$ cat config.mk
export PLATFORM = sky130hd
export DESIGN_NAME = encoder_gesture_detector_core
export DESIGN_NICKNAME = d
export VERILOG_FILES = /design/src/rtl/egd_pkg.sv /design/src/rtl/encoder_gesture_detector_core.sv
export SDC_FILE = /design/constraint.sdc
export NUM_CORES = 1
export LEC_CHECK = 0
export ABC_CLOCK_PERIOD_IN_PS = 15500
export BUFFER_PORTS_ARGS = -buffer_cell sky130_fd_sc_hd__buf_2
export CAP_MARGIN = 30
export CORE_UTILIZATION = 40
export DETAILED_ROUTE_END_ITERATION = 10
export PLACE_DENSITY = 0.64
export SLEW_MARGIN = 15
export SYNTH_ARGS = -nofsm -noshare
export SYNTH_HDL_FRONTEND = slang
export SYNTH_SLANG_ARGS = --single-unit
$ cat constraint.sdc
create_clock -name clk_i -period 15.5 [get_ports clk_i]
set_clock_uncertainty 0.2 [all_clocks]
set_input_delay 0 -clock clk_i [delete_from_list [all_inputs] [get_ports clk_i]]
set_output_delay 0 -clock clk_i [all_outputs]
set_load 0.05 [all_outputs]
$ cat src/rtl/egd_pkg.sv
`timescale 1ns / 1ps
`default_nettype none

package egd_pkg;

  localparam int unsigned AddrWidth = 5;

  typedef enum logic [2:0] {
    REG_SENSITIVITY  = 3'd0,
    REG_COUNT_THRESH = 3'd1,
    REG_STEP_LOCKOUT = 3'd2,
    REG_BTN_LOCKOUT  = 3'd3,
    REG_IDLE_TIMEOUT = 3'd4
  } reg_idx_e;

  localparam logic [7:0]  SensitivityRst  = 8'd8;
  localparam logic [7:0]  CountThreshRst  = 8'd4;
  localparam logic [11:0] StepLockoutRst  = 12'd250;
  localparam logic [11:0] BtnLockoutRst   = 12'd1000;
  localparam logic [15:0] IdleTimeoutRst  = 16'd5000;
  localparam logic [15:0] IdleMax         = 16'hFFFF;

endpackage

`default_nettype wire

$ cat src/rtl/encoder_gesture_detector_core.sv
`timescale 1ns / 1ps
`default_nettype none

// Channel   Direction  Valid        Stall        Word
// poll      in         in_valid_i   in_stall_o   enc_a, enc_b, press_btn_n, reset_btn_n, ms_tick
// result    out        out_valid_o  out_stall_i  cmd_right, cmd_left, cmd_press, cmd_reset, busy_res
// config    in         psel/penable              APB-style, pready tied high
//
// One poll word is accepted every cycle unless stalled; its result word appears in the next cycle.
// The whole detector update is one combinational pass from the state registers
// into the state and result registers.
// A stalled result word holds in the output register and stalls the poll side.
// Reset clears all counters and loads the default register values.

module encoder_gesture_detector_core
  import egd_pkg::*;
(
  input  wire logic                 clk_i,
  input  wire logic                 rst_ni,
  input  wire logic                 in_valid_i,
  output logic                      in_stall_o,
  input  wire logic                 enc_a_i,
  input  wire logic                 enc_b_i,
  input  wire logic                 press_btn_n_i,
  input  wire logic                 reset_btn_n_i,
  input  wire logic                 ms_tick_i,
  output logic                      out_valid_o,
  input  wire logic                 out_stall_i,
  output logic                      cmd_right_o,
  output logic                      cmd_left_o,
  output logic                      cmd_press_o,
  output logic                      cmd_reset_o,
  output logic                      busy_res_o,
  input  wire logic                 psel,
  input  wire logic                 penable,
  input  wire logic                 pwrite,
  input  wire logic [AddrWidth-1:0] paddr,
  input  wire logic [31:0]          pwdata,
  output logic [31:0]               prdata,
  output logic                      pready
);

  logic [7:0]  sens_q, thr_q;
  logic [11:0] step_lo_q, btn_lo_q;
  logic [15:0] idle_to_q;

  logic        prev_a_q, prev_a_d;
  logic [7:0]  edges_l_q, edges_l_d, edges_r_q, edges_r_d;
  logic [7:0]  det_l_q, det_l_d, det_r_q, det_r_d;
  logic [7:0]  seen_l_q, seen_l_d, seen_r_q, seen_r_d;
  logic [15:0] idle_q, idle_d;
  logic [13:0] lock_q, lock_d;

  logic        out_valid_q;
  logic        right_q, right_d, left_q, left_d, press_q, press_d, rst_q, rst_d;
  logic        busy_q, busy_d;

  logic        accept;
  logic        cfg_wr;
  reg_idx_e    idx;

  assign pready     = 1'b1;
  assign in_stall_o = out_valid_q && out_stall_i;
  assign accept     = in_valid_i && !in_stall_o;
  assign cfg_wr     = psel && penable && pwrite;
  assign idx        = reg_idx_e'(paddr[AddrWidth-1:2]);

  always_comb begin
    unique case (idx)
      REG_SENSITIVITY:  prdata = {24'd0, sens_q};
      REG_COUNT_THRESH: prdata = {24'd0, thr_q};
      REG_STEP_LOCKOUT: prdata = {20'd0, step_lo_q};
      REG_BTN_LOCKOUT:  prdata = {20'd0, btn_lo_q};
      REG_IDLE_TIMEOUT: prdata = {16'd0, idle_to_q};
      default:          prdata = 32'd0;
    endcase
  end

  always_comb begin
    logic [13:0] add;
    logic [7:0]  el1, er1;
    add       = '0;
    prev_a_d  = prev_a_q;
    edges_l_d = edges_l_q;
    edges_r_d = edges_r_q;
    det_l_d   = det_l_q;
    det_r_d   = det_r_q;
    seen_l_d  = seen_l_q;
    seen_r_d  = seen_r_q;
    lock_d    = lock_q;
    right_d   = 1'b0;
    left_d    = 1'b0;
    press_d   = 1'b0;
    rst_d     = 1'b0;
    busy_d    = 1'b0;
    el1       = edges_l_q + 8'd1;
    er1       = edges_r_q + 8'd1;
    idle_d    = (ms_tick_i && idle_q != IdleMax) ? idle_q + 16'd1 : idle_q;

    if (lock_q != '0) begin
      busy_d = 1'b1;
      if (ms_tick_i) begin
        lock_d = lock_q - 14'd1;
      end
    end else begin
      if (enc_a_i != prev_a_q) begin
        if (enc_b_i != enc_a_i) begin
          edges_l_d = el1;
          edges_r_d = '0;
          if (el1 > sens_q) begin
            det_l_d   = det_l_q + 8'd1;
            edges_l_d = '0;
            add       = add + {2'd0, step_lo_q};
          end
        end else begin
          edges_r_d = er1;
          edges_l_d = '0;
          if (er1 > sens_q) begin
            det_r_d   = det_r_q + 8'd1;
            edges_r_d = '0;
            add       = add + {2'd0, step_lo_q};
          end
        end
      end
      prev_a_d = enc_a_i;

      if (!press_btn_n_i) begin
        press_d = 1'b1;
        add     = add + {2'd0, btn_lo_q};
      end
      if (!reset_btn_n_i) begin
        rst_d = 1'b1;
        add   = add + {2'd0, btn_lo_q};
      end
      if (!press_btn_n_i || !reset_btn_n_i) begin
        det_l_d  = '0;
        det_r_d  = '0;
        seen_l_d = '0;
        seen_r_d = '0;
      end

      if (det_r_d > seen_r_d) begin
        seen_r_d = det_r_d;
        seen_l_d = '0;
        det_l_d  = '0;
        idle_d   = '0;
      end
      if (det_l_d > seen_l_d) begin
        seen_l_d = det_l_d;
        seen_r_d = '0;
        det_r_d  = '0;
        idle_d   = '0;
      end
      if (det_r_d > thr_q) begin
        right_d = 1'b1;
        det_r_d = '0;
      end
      if (det_l_d > thr_q) begin
        left_d  = 1'b1;
        det_l_d = '0;
      end
      if (idle_d > idle_to_q) begin
        det_l_d  = '0;
        det_r_d  = '0;
        seen_l_d = '0;
        seen_r_d = '0;
      end
      lock_d = add;
    end
  end

  always_ff @(posedge clk_i or negedge rst_ni) begin
    if (!rst_ni) begin
      sens_q      <= SensitivityRst;
      thr_q       <= CountThreshRst;
      step_lo_q   <= StepLockoutRst;
      btn_lo_q    <= BtnLockoutRst;
      idle_to_q   <= IdleTimeoutRst;
      prev_a_q    <= 1'b0;
      edges_l_q   <= '0;
      edges_r_q   <= '0;
      det_l_q     <= '0;
      det_r_q     <= '0;
      seen_l_q    <= '0;
      seen_r_q    <= '0;
      idle_q      <= '0;
      lock_q      <= '0;
      out_valid_q <= 1'b0;
    end else begin
      if (cfg_wr) begin
        unique case (idx)
          REG_SENSITIVITY:  sens_q    <= pwdata[7:0];
          REG_COUNT_THRESH: thr_q     <= pwdata[7:0];
          REG_STEP_LOCKOUT: step_lo_q <= pwdata[11:0];
          REG_BTN_LOCKOUT:  btn_lo_q  <= pwdata[11:0];
          REG_IDLE_TIMEOUT: idle_to_q <= pwdata[15:0];
          default: ;
        endcase
      end
      if (accept) begin
        prev_a_q    <= prev_a_d;
        edges_l_q   <= edges_l_d;
        edges_r_q   <= edges_r_d;
        det_l_q     <= det_l_d;
        det_r_q     <= det_r_d;
        seen_l_q    <= seen_l_d;
        seen_r_q    <= seen_r_d;
        idle_q      <= idle_d;
        lock_q      <= lock_d;
        out_valid_q <= 1'b1;
      end else if (!out_stall_i) begin
        out_valid_q <= 1'b0;
      end
    end
  end

  always_ff @(posedge clk_i) begin
    if (accept) begin
      right_q <= right_d;
      left_q  <= left_d;
      press_q <= press_d;
      rst_q   <= rst_d;
      busy_q  <= busy_d;
    end
  end

  assign out_valid_o = out_valid_q;
  assign cmd_right_o = right_q;
  assign cmd_left_o  = left_q;
  assign cmd_press_o = press_q;
  assign cmd_reset_o = rst_q;
  assign busy_res_o  = busy_q;

  a_busy_no_cmd: assert property (@(posedge clk_i) disable iff (!rst_ni)
    out_valid_o && busy_res_o |-> !(cmd_right_o || cmd_left_o || cmd_press_o || cmd_reset_o))
    else $error("busy result carries a command");

  a_accept_gives_result: assert property (@(posedge clk_i) disable iff (!rst_ni)
    accept |=> out_valid_o)
    else $error("accepted poll produced no result");

  a_lockout_busy: assert property (@(posedge clk_i) disable iff (!rst_ni)
    accept && lock_q != '0 |=> busy_res_o)
    else $error("poll during lockout not marked busy");

  a_button_lockout: assert property (@(posedge clk_i) disable iff (!rst_ni)
    accept && lock_q == '0 && !press_btn_n_i && btn_lo_q != '0 |=> lock_q != '0)
    else $error("press did not start a lockout");

endmodule

`default_nettype wire

Word level (Yosys, flattened, before mapping). Cells that the tools add are included.

Eq/ne operators: 9. Bitwise gates (word level): 1. Muxes and demuxes: 54. Reductions and logical operators: 19. Magnitude comparators: 7. Add/subtract/negate cells: 8.

Operators by type and width (number): 2-to-1 mux 8 bit (31); 2-to-1 mux 14 bit (8); 2-to-1 mux 16 bit (5); case mux 16 bit (5 select lines) (1); > comparator 8 bit (6); adder 8 x 1 -> 8 bit (second input constant) (4); adder 14 x 12 -> 14 bit (2); 2-to-1 mux 12 bit (2); adder 16 x 1 -> 16 bit (second input constant) (1); > comparator 16 bit (1); != test 16 bit (second input constant) (1); AND reduction 2 bit (7); nonzero test 14 bit (1); subtractor 14 x 1 -> 14 bit (second input constant) (1); 2-to-1 mux 1 bit (7); equality test 3 x 2 -> 1 bit (second input constant) (2); logical AND 1 bit (5); equality test 3 x 1 -> 1 bit (second input constant) (1); equality test 3 bit (second input constant) (1); logical NOT 1 bit (3); logical NOT 3 bit (1); AND reduction 3 bit (1); != test 1 bit (2); != test 2 x 1 -> 1 bit (second input constant) (1); 3 further kinds (3).

Output and inout port bits: 40. Register bits after elaboration: 141.

Logic depth before layout (Yosys ltp).
Depth in word-level cells: 16. Mapped depth: 38.

Least setup slack after synthesis. No wires, ideal clock.

Kind: reg-to-reg. Start point: register edges_r_q[0]. End point: register seen_l_q[2]. Clock period less this slack: 8.246 ns. Library setup time: 0.095 ns. Stages on the path, launching flop included: 39. Arrival time: 7.950 ns. Path slack: 7.254 ns. Cells stage by stage: dfrtp_1 and3_1 and3_1 and3_1 xor2_1 ha_1 nand4_1 nor2_1 a211oi_1 o21ai_0 clkbuf_1 o31a_1 o21ai_0 inv_1 ha_1 nand4_1 or3_1 nor2b_1 [3 not listed] ha_1 nand3_1 o21bai_1 a21o_1 a21oi_1 or2_2 clkbuf_1 clkbuf_1 nor2_1 ha_1 a21oi_1 nand2_1 a221o_1 o31a_1 o31ai_4 buf_2 nand2_1 o31ai_1.

Cells in the longest elaborated chain, start to end: 15. Elaborated cells on any way between the ends: 19.

Ends and longest elaborated chain: start: declaration (RTL line encoder_gesture_detector_core.sv:48) `logic [7:0] edges_l_q, edges_l_d, edges_r_q, edges_r_d;`; start signal: assignment (RTL line encoder_gesture_detector_core.sv:203) `edges_r_q <= edges_r_d;`; adder 8 x 1 -> 8 bit (*) (RTL line encoder_gesture_detector_core.sv:97) `er1 = edges_r_q + 8'd1;`; > comparator 8 bit (*) (RTL line encoder_gesture_detector_core.sv:118) `if (er1 > sens_q) begin`; 2-to-1 mux 8 bit (*) (RTL line encoder_gesture_detector_core.sv:118); 2-to-1 mux 8 bit (*) (RTL line encoder_gesture_detector_core.sv:107) `if (enc_b_i != enc_a_i) begin`; 2-to-1 mux 8 bit (*) (RTL line encoder_gesture_detector_core.sv:106) `if (enc_a_i != prev_a_q) begin`; 2-to-1 mux 8 bit (*) (RTL line encoder_gesture_detector_core.sv:135) `if (!press_btn_n_i || !reset_btn_n_i) begin`; 2-to-1 mux 8 bit (*) (RTL line encoder_gesture_detector_core.sv:100) `if (lock_q != '0) begin`; > comparator 8 bit (*) (RTL line encoder_gesture_detector_core.sv:142) `if (det_r_d > seen_r_d) begin`; 2-to-1 mux 8 bit (RTL line encoder_gesture_detector_core.sv:142); 2-to-1 mux 8 bit (RTL line encoder_gesture_detector_core.sv:100); > comparator 8 bit (RTL line encoder_gesture_detector_core.sv:148) `if (det_l_d > seen_l_d) begin`; 2-to-1 mux 16 bit (RTL line encoder_gesture_detector_core.sv:148); 2-to-1 mux 16 bit (RTL line encoder_gesture_detector_core.sv:100); > comparator 16 bit (RTL line encoder_gesture_detector_core.sv:162) `if (idle_d > idle_to_q) begin`; 2-to-1 mux 8 bit (*) (RTL line encoder_gesture_detector_core.sv:162); end signal: assignment (RTL line encoder_gesture_detector_core.sv:206) `seen_l_q <= seen_l_d;`; end: declaration (RTL line encoder_gesture_detector_core.sv:50) `logic [7:0] seen_l_q, seen_l_d, seen_r_q, seen_r_d;`.

Every way passes the cells marked *; elsewhere a longest branch is shown, timed or not. The select of a mux whose other input is x is not followed. A chain may end at the register's enable or synchronous reset.

Final worst setup path.
Start point: register edges_r_q[0]. End point: register seen_l_q[5].

Same word-level chain as after synthesis.

==> metrics.md <==
| Metric | Value |
|---|---|
| Max Cap Violations | `0` |
| Total Power | `0.001368 W` |
| CORE AREA | `0.02547 mm2` |
| First-pass GRT wire length | `45.93 mm` |
| Unique masters post-synth | `79` |
| Min Tclk post-route | `9.524 ns` |
| Chip Width | `163.9 um` |
| Via-to-Cell Ratio | `5.661` |
| Commonest cells after routing, fill and taps aside | `125 x nand2_1, 117 x dfrtp_1, 96 x o21ai_0` |
| Min Hold Slack | `-0.01432 ns` |
| Max Slew Vio Count | `0` |
| Status | `finished with violations` |
| Post-Syn Area | `0.01048 mm2` |
| Die H | `163.9 um` |
| RSZ-0062 raised after global routing | `no` |
| Die area | `0.02686 mm2` |
| Post-synthesis mux area share | `6.315%` |
| Cell count after placement | `1543` |
| FF/Latch Area | `0.003577 mm2` |
| Fill count | `2414` |
| Placer Congestion | `0.8766` |
| Power Density | `114.4 mW/mm2` |
| Initial antenna violation count | `2` |
| Clock network power share | `32.1%` |
| Flop and latch count out of synthesis | `141` |
| Longest Clk Path Bufs | `2` |
| WP data arrival | `9.67 ns` |
| Area grow syn2layout | `14.07%` |
| Final period utilization | `61.45%` |
| Cell at the slowest stage of the critical path | `a221o_1` |
| Worst-Skew Late Latency | `0.44 ns` |
| Number of synthesis warnings | `0` |
| Vias in the first global route | `8541` |
| Psw | `0.0005149 W` |
| Largest family of logic cells by synthesized area | `compound AO/OA/AOI/OAI gates` |
| Post-Synth Adder-Cell Area | `11.60%` |
| FP Rows | `58` |
| Crit path kind | `flop to flop` |
| First-pass DRT Iterations | `5` |
| H-tree depth | `4` |
| Slew margin rel. | `40.13%` |
| Area of the multi-input gates | `0.006380 mm2` |
| Internal | `0.0008526 W` |
| CP max stage delay | `0.65 ns` |
| Clock slew at reported path FFs | `0.07 ns` |
| Critical Path RT | `15.64 ns` |
| Starting density of the core | `41.15%` |
| Synth Area in Simple Gates | `18.47%` |
| Hold Crit Class | `input pin to async pin` |
| CTS tree | `yes` |
| Synth Instances | `1197` |
| Prevailing post-synth register cell | `dfrtp_1` |
| Failing checks | `negative hold slack` |
| Setup total negative slack | `0 ns` |
| Diode count | `0` |
| Drt drc | `0` |
| Comb pwr share | `31.3%` |
| Most common cell after layout, fill and taps aside | `nand2_1` |
| Worst setup EP type | `flop` |
| Fmax | `105.0 MHz` |
| Routed wire length | `28.47 mm` |
| GRT Overall Usage | `22.20%` |
| Routed WL per cell | `17.70 um` |
| Fin. Hold Viols | `8` |
| Sequential Power Share | `36.6%` |
| Ports | `89` |
| Via count | `9108` |
| Sink Count | `141` |
| Total CTS buffers | `17` |
| Xor and xnor area share after synthesis | `4.679%` |
| Layout cells sized above 1 | `14.23%` |
| Buffers on Ports | `53` |
| Sequential fraction of the synthesis area | `34.13%` |
| Async set or reset register ratio after synthesis | `96.45%` |
| Synth Area per Inst | `8.756 um2` |
| DRT antenna net count | `0` |
| Setup violations, final | `0` |
| Critical-path maximum fanout | `23` |
| Complex-gate fraction of the synthesized area | `19.15%` |
| Max VDD drop | `0.07125 mV` |
| Post-synth EDFFs | `5` |
| Crit start category | `flop` |
| Nets | `1411` |
| Pin count of the biggest net entering global routing | `80` |
| Tightest Pin Transition | `0.8978 ns` |
| DRT iter0 DRCs | `771` |
| Root buffer cell | `clkbuf_16` |
| Post-CTS repair timing setup buffer count | `0` |
| Final Instance Count excl. Fillers | `1609` |
| Final HPWL DP | `21.06 mm` |
| Leak Pwr | `5.583 nW` |
| Total grt overflow | `0` |
| Sw Ratio | `37.65%` |
[power by group through the flow]
stage / sequential, W / combinational [W] / clock (W)
4_1_cts: 0.000500 / 0.000426 / 0.000447
5_1_grt: 0.000510 / 0.000477 / 0.000461
6_report: 0.000501 / 0.000428 / 0.000439
3_3_place_gp: 0.000504 / 0.000408 / 0
2_1_floorplan: 0.000485 / 0.000323 / 0
3_5_place_dp: 0.000506 / 0.000415 / 0
[through the flow]
step	setup WS, ns	util [%]	hold slack [ns]	instance area (um2)
2_1_floorplan	7.254	-	-0.4956	10540
3_3_place_gp	6.161	43.14	-0.09700	10990
3_5_place_dp	6.044	43.17	-0.09607	11000
4_1_cts	5.988	46.94	0.008563	11960
5_1_grt	5.193	46.94	0.04362	11960
6_report	5.976	46.94	-0.01432	11960
[cell type report]
type	instances	area share [%]
flip-flops and latches	141	29.92
repair buffers	99	5.871
well taps	330	3.453
clock buffers	17	3.558
clock inverters	15	1.622
multi-input cells	937	53.36
inverters	70	2.218
[per-layer routing]
| metal | share of wire (%) | up-vias | GRT usage [%] |
|---|---|---|---|
| met1 | 47 | 4417 | 30.96 |
| li1 | - | 4416 | - |
| met5 | 0 | - | 0 |
| met3 | 6.0 | 35 | 4.697 |
| met4 | 1.7 | 0 | 6.608 |
| met2 | 45 | 240 | 34.38 |
[worst paths after layout]
path | startpoint | to | slack (ns) | depth (start not counted)
worst min-delay path | rst_ni | idle_q[7]$_DFFE_PN0P_ | -0.01 | 2
worst max-delay path | edges_r_q[0]$_DFFE_PN0P_ | seen_l_q[5]$_DFFE_PN0P_ | 5.98 | 35
worst min register to register | seen_l_q[2]$_DFFE_PN0P_ | seen_l_q[2]$_DFFE_PN0P_ | 0.28 | 2
min in group clk_i | paddr[4] | thr_q[2]$_DFFE_PN1P_ | 0.07 | 5
max in group asynchronous | rst_ni | edges_r_q[0]$_DFFE_PN0P_ | 13.84 | 3
worst max register to register | edges_r_q[0]$_DFFE_PN0P_ | seen_l_q[5]$_DFFE_PN0P_ | 5.98 | 35
[kinds of logic after synthesis]
logic type | Yosys count
compound gates | 309
xor+xnor | 56
fa+ha+maj | 96
buf+inv | 134
flops | 141
mux | 60
other cells | 2
simple gates | 399
[sequential cells by signal (all words and copies together) (netlist names)]
name	count
btn_lo_q	12
busy_res_o	1
cmd_left_o	1
cmd_press_o	1
cmd_reset_o	1
cmd_right_o	1
det_l_q	8
det_r_q	8
edges_l_q	8
edges_r_q	8
idle_q	16
idle_to_q	16
lock_q	14
out_valid_o	1
prev_a_q	1
seen_l_q	8
seen_r_q	8
sens_q	8
step_lo_q	12
thr_q	8
[worst max-delay path: cells and delay by family, from the launching register on]
kind | cells | cell delay, ns
buffers and inverters | 3 | 0.52
flip-flops | 1 | 0.43
XOR/XNOR | 1 | 0.26
AO/OA/AOI/OAI | 14 | 3.86
AND/OR/NAND/NOR | 12 | 2.66
adder cells (fa/ha/maj) | 5 | 1.45
[cell usage after synthesis (26+ instances only)]
cell type  number  share of area [%]
a21oi_1        67                3.2
clkbuf_1       37                1.3
dfrtp_1       117                 28
ha_1           94                 11
inv_1          67                2.4
mux2_2         39                4.2
nand2_1       125                4.5
nand3_1        41                2.0
nor2_1         91                3.3
o21ai_0        96                4.6
xnor2_1        30                2.5
xor2_1         26                2.2
[repair_timing]
action | 4_1_cts | 5_1_grt
resized for setup | 0 | 0
hold buffers | 34 | 0
endpoints found under the hold margin | 156 | 0
endpoints found under the setup margin | 0 | 0
Note: power is estimated with default switching activity, not from simulation.
